===== src/design/i2c_master_bit_engine_defines.svh =====
// ----------------------------------------------------------------------------
// i2c master bit engine assertion macros
// shared assertion forms clocked on clk, with and without reset masking
// ----------------------------------------------------------------------------
`ifndef I2C_MASTER_BIT_ENGINE_DEFINES_SVH
`define I2C_MASTER_BIT_ENGINE_DEFINES_SVH

// checked only while out of reset
`define I2CMBE_ASSERT(label, prop, msg) \
  label: assert property (@(posedge clk) disable iff (rst) (prop)) else $error(msg);

// checked at every edge, reset included
`define I2CMBE_ASSERT_ALWAYS(label, prop, msg) \
  label: assert property (@(posedge clk) (prop)) else $error(msg);

`endif


===== src/design/i2cmbe_pkg.sv =====
// ----------------------------------------------------------------------------
// i2cmbe_pkg
// shared codes, state and item types of the i2c master bit engine
// ----------------------------------------------------------------------------
package i2cmbe_pkg;

  localparam int DATA_BITS = 8;
  localparam int BIT_CNT_W = $clog2(DATA_BITS + 1);
  localparam int PADDR_W   = 3;
  localparam int PDATA_W   = 32;

  // action codes
  localparam logic [2:0] ACT_START = 3'd0;
  localparam logic [2:0] ACT_STOP  = 3'd1;
  localparam logic [2:0] ACT_WRITE = 3'd2;
  localparam logic [2:0] ACT_WACK  = 3'd3;
  localparam logic [2:0] ACT_READ  = 3'd4;
  localparam logic [2:0] ACT_TICK  = 3'd5;

  // register word index
  localparam logic REG_PHASE_TICKS = 1'b0;

  localparam logic [7:0] PHASE_TICKS_RESET = 8'd1;

  typedef enum logic [2:0] {
    OP_IDLE  = 3'd0,
    OP_START = 3'd1,
    OP_STOP  = 3'd2,
    OP_WACK  = 3'd3,
    OP_WRITE = 3'd4,
    OP_READ  = 3'd5
  } op_t;

  typedef struct packed {
    op_t                  op;
    logic [2:0]           phase_step;
    logic [BIT_CNT_W-1:0] bit_count;
    logic [DATA_BITS-1:0] shift_reg;
    logic [7:0]           tick_count;
    logic                 scl_level;
    logic                 sda_level;
    logic                 nack_flag;
    logic                 ack_choice;
    logic [DATA_BITS-1:0] last_read;
  } engine_state_t;

  localparam engine_state_t STATE_RESET = '{
    op:         OP_IDLE,
    phase_step: 3'd0,
    bit_count:  '0,
    shift_reg:  '0,
    tick_count: 8'd0,
    scl_level:  1'b1,
    sda_level:  1'b1,
    nack_flag:  1'b0,
    ack_choice: 1'b0,
    last_read:  '0
  };

  typedef struct packed {
    logic [2:0]           action;
    logic [DATA_BITS-1:0] data_byte;
    logic                 send_ack;
    logic                 sda_in;
  } item_t;

  typedef struct packed {
    logic                 scl_out;
    logic                 sda_out;
    logic                 busy_res;
    logic                 done_res;
    logic [DATA_BITS-1:0] read_data;
    logic                 nack_seen;
    logic                 command_dropped;
  } result_t;

endpackage


===== src/design/i2cmbe_step.sv =====
// ----------------------------------------------------------------------------
// i2cmbe_step
// next state and result of the bit engine for one command or tick transfer
// ----------------------------------------------------------------------------
module i2cmbe_step (
  input  i2cmbe_pkg::engine_state_t state,
  input  i2cmbe_pkg::item_t         item,
  input  logic [7:0]                phase_ticks,
  output i2cmbe_pkg::engine_state_t state_next,
  output i2cmbe_pkg::result_t       result
);
  import i2cmbe_pkg::*;

  engine_state_t        nxt;
  logic                 done;
  logic                 dropped;
  logic                 seq_end;
  logic [7:0]           limit;
  logic [7:0]           tick_inc;
  logic [BIT_CNT_W-1:0] bit_inc;
  logic [DATA_BITS-1:0] shift_out;
  logic [DATA_BITS-1:0] shift_in;

  assign limit     = (phase_ticks == 8'd0) ? 8'd1 : phase_ticks;
  assign tick_inc  = state.tick_count + 8'd1;
  assign bit_inc   = state.bit_count + BIT_CNT_W'(1);
  assign shift_out = {state.shift_reg[DATA_BITS-2:0], 1'b0};
  assign shift_in  = {state.shift_reg[DATA_BITS-2:0], item.sda_in};

  always_comb begin
    nxt     = state;
    done    = 1'b0;
    dropped = 1'b0;
    seq_end = 1'b0;
    if (item.action <= ACT_READ) begin
      if (state.op != OP_IDLE) begin
        dropped = 1'b1;
      end else begin
        nxt.phase_step = 3'd0;
        nxt.tick_count = 8'd0;
        nxt.bit_count  = '0;
        case (item.action)
          ACT_START: begin
            nxt.op        = OP_START;
            nxt.sda_level = 1'b1;
            nxt.scl_level = 1'b1;
          end
          ACT_STOP: begin
            nxt.op        = OP_STOP;
            nxt.sda_level = 1'b0;
          end
          ACT_WRITE: begin
            nxt.op        = OP_WRITE;
            nxt.shift_reg = item.data_byte;
            nxt.sda_level = item.data_byte[DATA_BITS-1];
          end
          ACT_WACK: begin
            nxt.op        = OP_WACK;
            nxt.nack_flag = 1'b0;
            nxt.sda_level = 1'b1;
          end
          default: begin
            nxt.op         = OP_READ;
            nxt.ack_choice = item.send_ack;
            nxt.shift_reg  = '0;
            nxt.sda_level  = 1'b1;
            nxt.scl_level  = 1'b1;
          end
        endcase
      end
    end else if (item.action == ACT_TICK && state.op != OP_IDLE) begin
      if (tick_inc >= limit) begin
        nxt.tick_count = 8'd0;
        case (state.op)
          OP_START: begin
            case (state.phase_step)
              3'd0: begin
                nxt.sda_level  = 1'b0;
                nxt.phase_step = 3'd1;
              end
              3'd1: begin
                nxt.scl_level  = 1'b0;
                nxt.phase_step = 3'd2;
              end
              default: seq_end = 1'b1;
            endcase
          end
          OP_STOP: begin
            case (state.phase_step)
              3'd0: begin
                nxt.scl_level  = 1'b1;
                nxt.phase_step = 3'd1;
              end
              3'd1: begin
                nxt.sda_level  = 1'b1;
                nxt.phase_step = 3'd2;
              end
              default: seq_end = 1'b1;
            endcase
          end
          OP_WACK: begin
            case (state.phase_step)
              3'd0: begin
                nxt.scl_level  = 1'b1;
                nxt.phase_step = 3'd1;
              end
              3'd1: begin
                if (item.sda_in) begin
                  nxt.nack_flag  = 1'b1;
                  nxt.sda_level  = 1'b0;
                  nxt.phase_step = 3'd2;
                end else begin
                  nxt.scl_level  = 1'b0;
                  nxt.phase_step = 3'd5;
                end
              end
              3'd2: begin
                nxt.scl_level  = 1'b1;
                nxt.phase_step = 3'd3;
              end
              3'd3: begin
                nxt.sda_level  = 1'b1;
                nxt.phase_step = 3'd4;
              end
              default: seq_end = 1'b1;
            endcase
          end
          OP_WRITE: begin
            if (state.phase_step == 3'd0) begin
              nxt.scl_level  = 1'b1;
              nxt.phase_step = 3'd1;
            end else begin
              nxt.scl_level = 1'b0;
              nxt.shift_reg = shift_out;
              nxt.bit_count = bit_inc;
              if (bit_inc < BIT_CNT_W'(DATA_BITS)) begin
                nxt.sda_level  = shift_out[DATA_BITS-1];
                nxt.phase_step = 3'd0;
              end else begin
                nxt.sda_level = 1'b1;
                seq_end       = 1'b1;
              end
            end
          end
          OP_READ: begin
            case (state.phase_step)
              3'd0: begin
                nxt.shift_reg = shift_in;
                nxt.scl_level = 1'b0;
                nxt.bit_count = bit_inc;
                if (bit_inc >= BIT_CNT_W'(DATA_BITS)) begin
                  nxt.last_read = shift_in;
                end
                nxt.phase_step = 3'd1;
              end
              3'd1: begin
                if (state.bit_count < BIT_CNT_W'(DATA_BITS)) begin
                  nxt.scl_level  = 1'b1;
                  nxt.phase_step = 3'd0;
                end else begin
                  nxt.scl_level  = 1'b0;
                  nxt.phase_step = 3'd2;
                end
              end
              3'd2: begin
                nxt.sda_level  = ~state.ack_choice;
                nxt.phase_step = 3'd3;
              end
              3'd3: begin
                nxt.scl_level  = 1'b1;
                nxt.phase_step = 3'd4;
              end
              default: begin
                nxt.scl_level = 1'b0;
                seq_end       = 1'b1;
              end
            endcase
          end
          default: seq_end = 1'b1;
        endcase
        if (seq_end) begin
          nxt.op         = OP_IDLE;
          nxt.phase_step = 3'd0;
          done           = 1'b1;
        end
      end else begin
        nxt.tick_count = tick_inc;
      end
    end
  end

  assign state_next = nxt;

  assign result.scl_out         = nxt.scl_level;
  assign result.sda_out         = nxt.sda_level;
  assign result.busy_res        = (nxt.op != OP_IDLE);
  assign result.done_res        = done;
  assign result.read_data       = nxt.last_read;
  assign result.nack_seen       = nxt.nack_flag;
  assign result.command_dropped = dropped;

endmodule


===== src/design/i2c_master_bit_engine.sv =====
// ----------------------------------------------------------------------------
// i2c_master_bit_engine
// i2c master bit engine: start, stop, write, wait ack and read sequences
// paced by tick transfers, with an apb register for ticks per line phase
//
//   channel  | direction | handshake          | payload
//   ---------+-----------+--------------------+-----------------------------------
//   in       | in        | in_valid/in_stall  | action, data_byte, send_ack, sda_in
//   out      | out       | out_valid/out_stall| scl_out, sda_out, busy_res, ...
//   apb      | in        | psel/penable/pready| paddr, pwdata, prdata
//
// one transfer in and one out per cycle while the output is not stalled; the input
// passes through the input register, then the state update into the result register
// reset sets the lines released, the engine idle and phase_ticks to one
// an out stall holds the result register and backs up into the input register
// ----------------------------------------------------------------------------
module i2c_master_bit_engine (
  input  logic                                 clk,
  input  logic                                 rst,
  input  logic                                 in_valid,
  output logic                                 in_stall,
  input  logic [2:0]                           action,
  input  logic [i2cmbe_pkg::DATA_BITS-1:0]     data_byte,
  input  logic                                 send_ack,
  input  logic                                 sda_in,
  output logic                                 out_valid,
  input  logic                                 out_stall,
  output logic                                 scl_out,
  output logic                                 sda_out,
  output logic                                 busy_res,
  output logic                                 done_res,
  output logic [i2cmbe_pkg::DATA_BITS-1:0]     read_data,
  output logic                                 nack_seen,
  output logic                                 command_dropped,
  input  logic                                 psel,
  input  logic                                 penable,
  input  logic                                 pwrite,
  input  logic [i2cmbe_pkg::PADDR_W-1:0]       paddr,
  input  logic [i2cmbe_pkg::PDATA_W-1:0]       pwdata,
  output logic [i2cmbe_pkg::PDATA_W-1:0]       prdata,
  output logic                                 pready
);
  import i2cmbe_pkg::*;

  `include "i2c_master_bit_engine_defines.svh"

  engine_state_t state;
  engine_state_t state_next;
  item_t         s1_item;
  logic          s1_valid;
  result_t       res;
  result_t       res_next;
  logic          res_valid;
  logic [7:0]    phase_ticks;
  logic          advance;
  logic          in_take;
  logic          cfg_write;

  assign advance   = s1_valid && (!res_valid || !out_stall);
  assign in_stall  = s1_valid && !advance;
  assign in_take   = in_valid && !in_stall;
  assign pready    = 1'b1;
  assign cfg_write = psel && penable && pwrite && pready;

  i2cmbe_step u_step (
    .state       (state),
    .item        (s1_item),
    .phase_ticks (phase_ticks),
    .state_next  (state_next),
    .result      (res_next)
  );

  always_ff @(posedge clk) begin
    if (rst) begin
      s1_valid    <= 1'b0;
      res_valid   <= 1'b0;
      state       <= STATE_RESET;
      phase_ticks <= PHASE_TICKS_RESET;
    end else begin
      if (in_take) begin
        s1_valid <= 1'b1;
      end else if (advance) begin
        s1_valid <= 1'b0;
      end
      if (advance) begin
        state     <= state_next;
        res_valid <= 1'b1;
      end else if (res_valid && !out_stall) begin
        res_valid <= 1'b0;
      end
      if (cfg_write && paddr[2] == REG_PHASE_TICKS) begin
        phase_ticks <= pwdata[7:0];
      end
    end
  end

  // payload registers
  always_ff @(posedge clk) begin
    if (in_take) begin
      s1_item <= '{action: action, data_byte: data_byte, send_ack: send_ack, sda_in: sda_in};
    end
    if (advance) begin
      res <= res_next;
    end
  end

  always_comb begin
    prdata = '0;
    if (paddr[2] == REG_PHASE_TICKS) begin
      prdata = {{(PDATA_W-8){1'b0}}, phase_ticks};
    end
  end

  assign out_valid       = res_valid;
  assign scl_out         = res.scl_out;
  assign sda_out         = res.sda_out;
  assign busy_res        = res.busy_res;
  assign done_res        = res.done_res;
  assign read_data       = res.read_data;
  assign nack_seen       = res.nack_seen;
  assign command_dropped = res.command_dropped;

  `I2CMBE_ASSERT(a_done_not_busy, res_valid && res.done_res |-> !res.busy_res, "done while busy")
  `I2CMBE_ASSERT(a_drop_busy, res_valid && res.command_dropped |-> res.busy_res, "drop while idle")
  `I2CMBE_ASSERT(a_idle_clean, state.op == OP_IDLE |-> state.phase_step == 3'd0 && state.tick_count == 8'd0, "idle state not clean")
  `I2CMBE_ASSERT(a_bit_range, state.bit_count <= BIT_CNT_W'(DATA_BITS), "bit count overrun")
  `I2CMBE_ASSERT_ALWAYS(a_reset_empty, rst |=> !out_valid, "result valid after reset")

endmodule

===== config.mk =====
export PLATFORM = sky130hd
export DESIGN_NAME = i2c_master_bit_engine
export DESIGN_NICKNAME = d
export VERILOG_FILES = /design/src/design/i2cmbe_pkg.sv /design/src/design/i2cmbe_step.sv /design/src/design/i2c_master_bit_engine.sv
export VERILOG_INCLUDE_DIRS = /design/src /design/src/design
export SDC_FILE = /design/constraint.sdc
export NUM_CORES = 1
export LEC_CHECK = 0
export ABC_CLOCK_PERIOD_IN_PS = 2900
export BUFFER_PORTS_ARGS = -buffer_cell sky130_fd_sc_hd__buf_4
export CAP_MARGIN = 20
export CELL_PAD_IN_SITES_DETAIL_PLACEMENT = 2
export CELL_PAD_IN_SITES_GLOBAL_PLACEMENT = 2
export CORE_MARGIN = 5
export CORE_UTILIZATION = 29
export DETAILED_ROUTE_END_ITERATION = 8
export PLACE_DENSITY_LB_ADDON = 0.25
export SLEW_MARGIN = 20
export SYNTH_ARGS = -nofsm -noshare
export SYNTH_HDL_FRONTEND = slang
export SYNTH_SLANG_ARGS = --single-unit

===== constraint.sdc =====
create_clock -name clk -period 2.9 [get_ports clk]
set_input_delay 0.58 -clock clk [delete_from_list [all_inputs] [get_ports clk]]
set_output_delay 0.58 -clock clk [all_outputs]
set_load 0.02 [all_outputs]

After elaboration in Yosys (flattened, before gate mapping)
Index checks and enable logic that the tools add are counted.

Bits in registers: 74. Bits in latches: 0. Memory bits (writable): 0. Bits in read-only memories: 0. Output and inout bits: 49. Logic and storage cells: 158. Memories kept: 0.

$add $sub $neg: 2. Multiply operators: 0. Div/mod/pow operators: 0. $lt $le $gt $ge: 5. Equal/unequal tests: 20. Shift-type cells: 0. Muxes and demuxes: 63. Bitwise logic cells: 6. Reduce and logical (&&, ||, !) cells: 38.

Operators by type and width (number): 2-to-1 mux 8 bit (9); 2-to-1 mux 29 bit (2); one-hot mux 3 bit (4 select lines) (4); 2-to-1 mux 30 bit (1); 2-to-1 mux 1 bit (28); 2-to-1 mux 12 bit (2); one-hot mux 12 bit (2 select lines) (1); == test 3 x 2 -> 1 bit, second input constant (6); 2-to-1 mux 18 bit (1); one-hot mux 8 bit (2 select lines) (1); != test 7 x 4 -> 1 bit, second input constant (2); 2-to-1 mux 3 bit (4); != test 5 x 1 -> 1 bit, second input constant (2); one-hot mux 2 bit (5 select lines) (1); == test 3 x 1 -> 1 bit, second input constant (3); == test 3 bit, second input constant (3); AND reduction 9 bit (1); nonzero test 3 bit (3); OR reduction 3 bit (3); adder 8 x 1 -> 8 bit, second input constant (1); greater-or-equal comparator 8 bit (1); logical AND 1 bit (8); zero test 8 bit (1); less-than comparator 4 bit, second input constant (2); 23 further kinds (44).

Depth between registers and ports, before layout
Gate-level depths: netlist of run 1.

Depth in word-level cells: 13. Depth in mapped cells: 11. Gate-level depth less buffers: 11.

Hierarchy
From an unflattened synthesis of run 1, not the netlist that was laid out.

Cell total of the unflattened synthesis: 546. Area total of the unflattened synthesis: 4983.5 um2.

By module, submodules not included: i2c_master_bit_engine (instances 1, cells an instance 272, area an instance 3180.6 um2, sequential area each 1771.7 um2); i2cmbe_step (instances 1, cells an instance 274, area an instance 1803.0 um2, sequential area each 0.0 um2).

Worst setup path before layout of run 1
Ideal clock, no wire load.

Kind: reg2reg. Start: register, netlist name state[12]. End: register res, in the netlist read_data[0] (data pin). Data arrival time: 2.676 ns. Data required time: 2.640 ns. Slack: -0.036 ns. Stages on the path, launching flop included: 11. Buffers on the path: 0. Cells stage by stage: dfxtp_1 nand3_1 or2_2 nor2_1 xor2_1 ha_1 nand4_1 a31o_2 a21boi_4 nor3b_4 mux2_2.

RTL lines: end signal, assigned (line i2c_master_bit_engine.sv:103) `res <= res_next;`; end, declared (line i2c_master_bit_engine.sv:51) `result_t res;`.

==> run_results.csv, run 1 <==
group,metric,value,unit
cts,clock_sinks,74,
status,status,"finished, final reports clean",
final_layout,post-route-util,0.372,
cts,clock_path_buffers,2,
cts,root_buffer,"clkbuf_16",
grt,grt_max_degree,42,
logic_synthesis,avgSynthCellArea,9.41,um^2
final_layout,nets,568,
sta,final_max_slew_viol_count,0,
critical_path,path_class,"register to register",
logic_synthesis,yosysTopAreaCell,"dfxtp_1",
logic_synthesis,ys_top_cells_by_count,"47 x dfxtp_1, 41 x nor2_1, 37 x nand2_1",
drt,routed_wl,12300,um
final_layout,diodes,0,
power_and_ir_drop,p_leak,2.04,nW
power_and_ir_drop,powerDensity,495,mW/mm^2
critical_path,path_max_fanout,8,
grt,grtUsageTotal,0.154,
hold_path,hp-class,"primary input to register",
cts,cts_made_buffers,9,
logic_synthesis,ys.flop_type,"dfxtp_1",
logic_synthesis,async_flop_share,0,
critical_path,cp.arrival,2860,ps
sta,slew_headroom,0.534,
floorplan,die_y,129,um
cts,clk-insertion-delay-late,340,ps
drt,num_vias,3503,
drt,met1_length,5220,um
sta,setup_tns,0,ps
grt,grt_antenna_before_repair,0,
logic_synthesis,ys_ff_latch,74,
critical_path,cp_slowest_cell,"dfxtp_4",
drt,drcViolationCount,0,
final_layout,drive_gt1_frac,0.281,
sta,worst_pin_slew,694,ps
drt,wl_met2,6530,um
sta,rsz0062_at_grt,"true",
grt,grt_pass1_wl,20100,um
drt,antenna_left,0,
final_layout,area_growth,26.1,%
cts,cts_tree,"built",
floorplan,dieArea,0.0165,mm^2
logic_synthesis,yosysMostFrequentCell,"dfxtp_1",
critical_path,crit_chain,"nand3_4 > or2_4 > nor2_4 > xor2_2 > ha_1 > nand4_1 > a31o_4 > a21boi_4 > nor3b_4 > buf_12 > mux2_2",
place,gp_congestion,0.815,
cts,cts_max_level,3,
sta,post-route-min-period,2760,ps
drt,drt_iter0_markers,154,
logic_synthesis,netlist_area,0.00407,mm^2
flow_run,cap_violations,0,
sta,setup_viol,0,
floorplan,rows,43,
drt,wl_per_cell,17.9,um
critical_path,worstPathRequired,3000,ps
power_and_ir_drop,ir_drop,261,uV
critical_path,startpoint_type,"register",
critical_path,critPathCaptureType,"register",
cts,clkTransAtPathRegs,60,ps
drt,routed_via_density,5.09,
final_layout,n_fill_cell,1497,
floorplan,pin_count,104,
logic_synthesis,synthTopCellsByArea,"dfxtp_1 23%, edfxtp_1 20%, buf_4 5.0%, a21oi_1 3.8%, nor2_1 3.8%",
hold_path,hold-path-cell-count,1,
sta,finClkSkew,7.93,ps
sta,period_share,0.952,
logic_synthesis,synth.distinct_cells,66,
place,dp_hpwl,9100,um
critical_path,reg2reg_depth,11,
drt,detailroute.wirelength.met3,393,um
logic_synthesis,synth_top_area_frac,0.231,
grt,overflow,0,
sta,hold_viol_final,0,
logic_synthesis,syn_inst,433,
logic_synthesis,synth_warnings,0,
drt,firstDrtPassIters,4,
grt,grt_pass1_vias,3933,
logic_synthesis,yosysSeqAreaShare,0.430,
sta,timing.fmax,362,MHz
critical_path,slowest_delay,390,ps
floorplan,die_w,129,um
floorplan,coreArea,0.0138,mm^2
place,port_buffers,52,
logic_synthesis,synth_edf_count,27,
drt,topRoutingLayerUsed,"met4",
floorplan,start_util,0.295,
[path summary, 6_finish.rpt]
kind / from / to / slack [ps]
worst max-delay path: state[12] / read_data[2] / 140
worst min-delay path: data_byte[4] / s1_item[6] / 410
worst max register to register: state[12] / read_data[2] / 140
worst min register to register: phase_ticks[1] / phase_ticks[1] / 460
[state kept, by name, indices dropped and copies added, names as in the netlist]
signal           count
phase_ticks          8
sda_out              1
s1_valid             1
read_data            8
command_dropped      1
state               37
busy_res             1
scl_out              1
s1_item             13
out_valid            1
nack_seen            1
done_res             1
[routing by layer]
metal,up-vias,global-route usage
met5,-,0
met4,0,0.0556
met3,10,0.0278
met2,72,0.283
met1,1758,0.179
li1,1663,-
[cells by family (layout without fill, tap and decap cells)]
kind of cell    count (synthesis)  in the layout  share of synthesized area
other cells                     2             25                    0.00184
compound gates                106            106                      0.185
simple gates                  152            152                      0.194
flops                          74             74                      0.430
fa+ha+maj                      10             10                     0.0307
buf+inv                        60            112                     0.0869
xor+xnor                        8              8                     0.0172
mux                            21             21                     0.0544
[critical path: cells and delay by family, from the launching register on]
| kind | cells | cell delay [ps] |
|---|---|---|
| xor+xnor | 1 | 90 |
| compound gates | 2 | 390 |
| simple gates | 5 | 830 |
| buf+inv | 1 | 160 |
| flops | 1 | 390 |
| fa+ha+maj | 1 | 330 |
| mux | 1 | 330 |
[what timing repair did]
action                     CTS  global route
hold buffers                 0             0
setup endpoints to repair   23            32
pin swaps                    4             5
resized for setup            6            20
setup buffers                0             3
[cell usage in the layout, fill, tap and decap left out, types with 8 or more instances in the layout]
cell and n:
nor3_1 11, nand2_1 37, inv_1 13, conb_1 25, a22oi_1 9, mux2_2 8
nor2_1 39, nand3_1 10, buf_4 81, clkbuf_16 9, o21ai_0 13, edfxtp_1 27
dfxtp_1 44, ha_1 9, a21oi_1 30, nand2b_1 8, mux2i_1 12
[metrics by stage]
stage                     cells  hold slack [ps]  total power [mW]  worst slack, ps  instance area (um^2)
final                       688              408              2.54              139                  5140
after global routing        688              394              2.65            -9.88                  5140
after CTS                   685              390              2.58             4.18                  5020
after detailed placement    669              460              1.43             -122                  4690
after global placement      669              444              1.42            -38.3                  4690
after floorplan             456              436              1.34             9.93                  4170
[where the power goes]
group / internal, mW / switching (mW) / leakage (nW)
clock: 0.671 / 0.461 / 0.146
sequential: 1.11 / 0.0231 / 0.634
combinational: 0.102 / 0.176 / 1.26
total: 1.88 / 0.660 / 2.04
[final cells by class]
| class | count | area (um^2) | area share |
|---|---|---|---|
| inverter | 14 | 52.6 | 0.0102 |
| multi-input combinational | 322 | 2170 | 0.422 |
| clock inverter | 7 | 77.6 | 0.0151 |
| clock buffer | 9 | 225 | 0.0438 |
| tap | 180 | 225 | 0.0438 |
| sequential | 74 | 1760 | 0.343 |
| timing repair buffer | 82 | 628 | 0.122 |
Power figures use the tool's default switching activity.
==> run 2, diff against run 1 <==
==> constraint.sdc (replaced) <==
create_clock -name clk -period 2.9 [get_ports clk]
set_input_delay 0.145 -clock clk [delete_from_list [all_inputs] [get_ports clk]]
set_output_delay 0.145 -clock clk [all_outputs]
set_load 0.02 [all_outputs]
==> run 2 against run 1 <==
Against the previous run:
- critical endpoint is now read_data[3]
- non-clock buffer count grew 10
- final cell count grew 1.5%
- global-route usage grew 0.59 points
- fmax shrank 0.36%
==> run_results.csv, run 2 (synthesis gave the netlist of run 1 again) <==
group,metric,value,unit
critical_path,cp-endpoint,"read_data[3]",
sta,worst_pin_slew,733,ps
drt,routed_wl,12700,um
floorplan,coreArea,0.0138,mm^2
floorplan,die_w,129,um
critical_path,critPathBufInv,1,
final_layout,largest_reg_flops,37,
final_layout,reg.largest.list,"state (37), s1_item (13)",
critical_path,cp.arrival,2870,ps
critical_path,slowest_delay,350,ps
drt,met1_length,5470,um
sta,final_max_slew_viol_count,0,
place,port_buffers,52,
critical_path,worstPathRequired,3000,ps
flow_run,cap_violations,0,
sta,hold_ws,19.5,ps
sta,setup_viol,0,
final_layout,final_cell_area,0.00520,mm^2
final_layout,final_common_cell,"buf_4",
floorplan,die_y,129,um
grt,grtUsageTotal,0.160,
grt,grt_antenna_before_repair,0,
cts,clock_path_buffers,2,
floorplan,dieArea,0.0165,mm^2
cts,cts_made_buffers,9,
status,status,"finished, final reports clean",
sta,slew_headroom,0.499,
drt,antenna_left,0,
drt,firstDrtPassIters,4,
power_and_ir_drop,ir_drop,388,uV
drt,topRoutingLayerUsed,"met4",
grt,grt_max_degree,43,
drt,wl_per_cell,18.2,um
cts,root_buffer,"clkbuf_16",
floorplan,start_util,0.295,
hold_path,holdCritStartpoint,"in_valid",
power_and_ir_drop,powerDensity,507,mW/mm^2
cts,clk-insertion-delay-late,350,ps
critical_path,worstSetupPathDepth,11,
critical_path,path_max_fanout,8,
critical_path,path_class,"register to register",
place,placed_area,0.00467,mm^2
critical_path,critPathCaptureType,"register",
sta,period_share,0.955,
place,gp_congestion,0.808,
floorplan,rows,43,
place,dp_hpwl,9080,um
cts,cts_tree,"built",
critical_path,cp_slowest_cell,"dfxtp_2",
cts,cts_max_level,3,
final_layout,post-route-util,0.376,
final_layout,drive_gt1_frac,0.257,
critical_path,reg2reg_depth,11,
sta,finClkSkew,4.26,ps
cts,clkTransAtPathRegs,60,ps
drt,wl_met2,6540,um
final_layout,n_fill_cell,1518,
final_layout,final_cell_mix,"77 x buf_4, 44 x dfxtp_1, 39 x nor2_1",
critical_path,reg2reg_slack,130,ps
sta,timing.fmax,361,MHz
final_layout,top_register,"state",
sta,hold_viol_final,0,
critical_path,crit_family,"simple AND/OR/NAND/NOR gates",
critical_path,reg2reg_to,"read_data[3]",
power_and_ir_drop,p_leak,2.08,nW
sta,post-route-min-period,2770,ps
critical_path,crit_chain,"nand3_2 > or2_4 > nor2_4 > xor2_1 > ha_1 > nand4_1 > a31o_4 > a21boi_4 > nor3b_4 > buf_12 > mux2_2",
cts,clock_sinks,74,
grt,overflow,0,
drt,drcViolationCount,0,
final_layout,nets,578,
grt,grt_pass1_vias,3918,
drt,detailroute.wirelength.met3,463,um
drt,routed_via_density,5.03,
final_layout,diodes,0,
critical_path,crit_start,"state[13]",
drt,drt_iter0_markers,175,
hold_path,hp-class,"primary input to register",
power_and_ir_drop,power,2.64,mW
critical_path,startpoint_type,"register",
floorplan,pin_count,104,
grt,grt_pass1_wl,20700,um
drt,num_vias,3513,
final_layout,area_growth,27.7,%
critical_path,reg2reg_from,"state[13]",
==> run 2: through the flow <==
step / setup WS, ps / instances / setup TNS, ps
final: 129 / 698 / 0
after global placement: 48.9 / 666 / 0
after floorplan: 9.93 / 456 / 0
after global routing: -29.1 / 698 / -141
after CTS: 1.52 / 697 / 0
after detailed placement: -29.8 / 666 / -162
==> run 2: worst min-delay path by stage <==
stage                       to  slack (ps)  cells after the start
finish                s1_valid          20                      2
global route          s1_valid          20                      2
CTS                   s1_valid           2                      2
detailed placement  s1_item[5]         320                      1
global placement    s1_item[8]         320                      1
floorplan           s1_item[0]         240                      0
==> run 2: layout make-up <==
class                      count  area (um^2)  share of cell area
clock inverter                 6         90.1              0.0173
inverter                      14         52.6              0.0101
multi-input combinational    322         2110               0.406
timing repair buffer          92          738               0.142
tap                          180          225              0.0433
clock buffer                  10          229              0.0440
sequential                    74         1760               0.337
==> run 2: where the power goes <==
group / leakage (nW) / total (mW) / internal [mW] / switching (mW)
combinational: 1.30 / 0.287 / 0.109 / 0.178
clock: 0.153 / 1.22 / 0.757 / 0.465
sequential: 0.633 / 1.13 / 1.11 / 0.0231
total: 2.08 / 2.64 / 1.97 / 0.666
==> run 2: repair_timing <==
action / 4_1_cts / 5_1_grt
cloned: 0 / 0
pin swaps: 2 / 2
endpoints found under the setup margin: 11 / 35
setup buffers: 1 / 1
resized for setup: 3 / 12
hold endpoints to repair: 14 / 0
hold buffers: 14 / 0
==> run 2: layer usage <==
layer	track usage	up-vias
met5	0	-
met4	0.0587	0
met3	0.0357	19
met2	0.282	65
met1	0.190	1743
li1	-	1686
==> run 3, diff against run 2 <==
--- a/config.mk
+++ b/config.mk
@@ -14,7 +14,7 @@
 export CORE_MARGIN = 5
 export CORE_UTILIZATION = 29
 export DETAILED_ROUTE_END_ITERATION = 8
-export PLACE_DENSITY_LB_ADDON = 0.25
+export PLACE_DENSITY = 0.74
 export SLEW_MARGIN = 20
 export SYNTH_ARGS = -nofsm -noshare
 export SYNTH_HDL_FRONTEND = slang
==> run 3 against run 2 <==
Against the previous run:
- wire length grew 3.6%
- global-route usage grew 0.30 points
- fmax shrank 0.94%
- hold slack about the same
- clock power is 11% lower
- design area is 0.24% lower
- final cell count decreased by 0.57%
- setup slack got worse by 26 ps
- non-clock buffer count decreased by 3
==> run_results.csv, run 3 (synthesis gave the netlist of run 1 again) <==
group,metric,value,unit
final_layout,drive_gt1_frac,0.263,
power_and_ir_drop,p_leak,2.05,nW
final_layout,area_growth,27.4,%
cts,cts_tree,"built",
final_layout,reg.largest.list,"state (37), s1_item (13)",
critical_path,reg2reg_to,"read_data[6]",
sta,post-route-min-period,2800,ps
cts,clock_sinks,74,
sta,rsz0062_at_grt,"false",
floorplan,start_util,0.295,
critical_path,cp-endpoint,"read_data[6]",
critical_path,path_class,"register to register",
sta,setup_viol,0,
power_and_ir_drop,ir_drop,351,uV
place,dp_slack,-107,ps
sta,hold_ws,19.4,ps
cts,clk-insertion-delay-late,340,ps
drt,num_vias,3577,
critical_path,reg2reg_depth,11,
grt,grt_pass1_vias,3926,
drt,drt_iter0_markers,161,
final_layout,top_register,"state",
drt,routed_wl,13200,um
final_layout,largest_reg_flops,37,
drt,firstDrtPassIters,4,
critical_path,reg2reg_from,"state[13]",
floorplan,coreArea,0.0138,mm^2
drt,topRoutingLayerUsed,"met4",
final_layout,multi_input_area,0.00216,mm^2
drt,routed_via_density,5.15,
final_layout,final_common_cell,"buf_4",
grt,grt_pass1_wl,21000,um
flow_run,cap_violations,0,
drt,antenna_left,0,
critical_path,worstPathRequired,2990,ps
sta,timing.fmax,358,MHz
cts,cts_made_buffers,9,
cts,clock_path_buffers,2,
final_layout,final_cell_mix,"75 x buf_4, 44 x dfxtp_1, 39 x nor2_1",
place,port_buffers,52,
cts,clkTransAtPathRegs,60,ps
drt,drcViolationCount,0,
critical_path,crit_start,"state[13]",
floorplan,die_y,129,um
sta,worst_pin_slew,753,ps
sta,finClkSkew,5.17,ps
grt,overflow,0,
final_layout,diodes,0,
critical_path,startpoint_type,"register",
floorplan,rows,43,
drt,wl_per_cell,19.0,um
sta,final_max_slew_viol_count,0,
final_layout,n_fill_cell,1506,
drt,met1_length,5580,um
grt,grt_antenna_before_repair,0,
final_layout,post-route-util,0.375,
place,dp_hpwl,8920,um
sta,hold_viol_final,0,
critical_path,critPathCaptureType,"register",
sta,period_share,0.965,
final_layout,seq_area,0.00176,mm^2
drt,wl_met2,6820,um
critical_path,reg2reg_slack,100,ps
cts,root_buffer,"clkbuf_16",
final_layout,nets,575,
power_and_ir_drop,powerDensity,484,mW/mm^2
floorplan,die_w,129,um
drt,detailroute.wirelength.met3,508,um
hold_path,hp-class,"primary input to register",
critical_path,path_max_fanout,8,
sta,worst_slack,103,ps
floorplan,dieArea,0.0165,mm^2
critical_path,cp.arrival,2890,ps
place,gp_congestion,0.865,
grt,grtUsageTotal,0.163,
floorplan,pin_count,104,
grt,grt_max_degree,42,
sta,slew_headroom,0.495,
cts,cts_max_level,3,
status,status,"finished, final reports clean",
## run 3: cell types whose count changed in the layout (fill, tap and decap cells not counted), sizes merged
| cell | before | now |
|---|---|---|
| dlygate4sd3 | 14 | 13 |
| clkinv | 3 | 4 |
| buf | 78 | 76 |
| clkinvlp | 1 | 2 |
| clkbuf | 10 | 9 |
| inv | 14 | 13 |
| bufinv | 2 | 1 |
## run 3: area by class of cell
cell class	count	area share
clock buffer	9	0.0434
clock inverter	6	0.0113
inverter	14	0.0101
multi-input combinational	322	0.415
sequential	74	0.339
tap	180	0.0434
timing repair buffer	89	0.137
## run 3: how the worst min path moves through the flow
stage,startpoint,end,cells after the start
after global placement,data_byte[3],s1_item[5],1
final,pwdata[0],phase_ticks[0],3
after floorplan,sda_in,s1_item[0],0
after detailed placement,data_byte[2],s1_item[4],1
after global routing,pwdata[0],phase_ticks[0],3
after CTS,in_valid,s1_valid,2
## run 3: stage by stage
stage | std cells | TNS, ps | total power, mW | cell area (um^2)
floorplan | 456 | 0 | 1.34 | 4170
finish | 694 | 0 | 2.51 | 5190
global route | 694 | 0 | 2.62 | 5190
CTS | 692 | 0 | 2.54 | 5110
global placement | 663 | 0 | 1.41 | 4650
detailed placement | 663 | -759 | 1.42 | 4650
## run 3: report_power, final
group          switching (mW)  internal, mW
sequential             0.0321          1.11
combinational           0.173         0.108
clock                   0.435         0.655
## run 3: routing by layer
| metal | track usage | up-vias |
|---|---|---|
| met5 | 0 | - |
| met3 | 0.0353 | 22 |
| met2 | 0.286 | 81 |
| li1 | - | 1687 |
| met1 | 0.196 | 1787 |
| met4 | 0.0587 | 0 |
## run 3: timing repair
action	in CTS	in global routing
hold buffers	13	0
endpoints found under the hold margin	13	0
pin swaps	3	4
buffers inserted	1	2
setup endpoints to repair	19	26
resized for setup	10	13
## run 3: worst max-delay path: stages (launching register included)
cell and delay [ps]:
dfxtp_4 370, nand3_2 90, or2_4 290, nor2_4 140, xor2_4 110, ha_4 290, nand4_1 120, a31o_4 270
a21boi_4 130, nor3b_4 240, buf_12 160, mux2_2 340
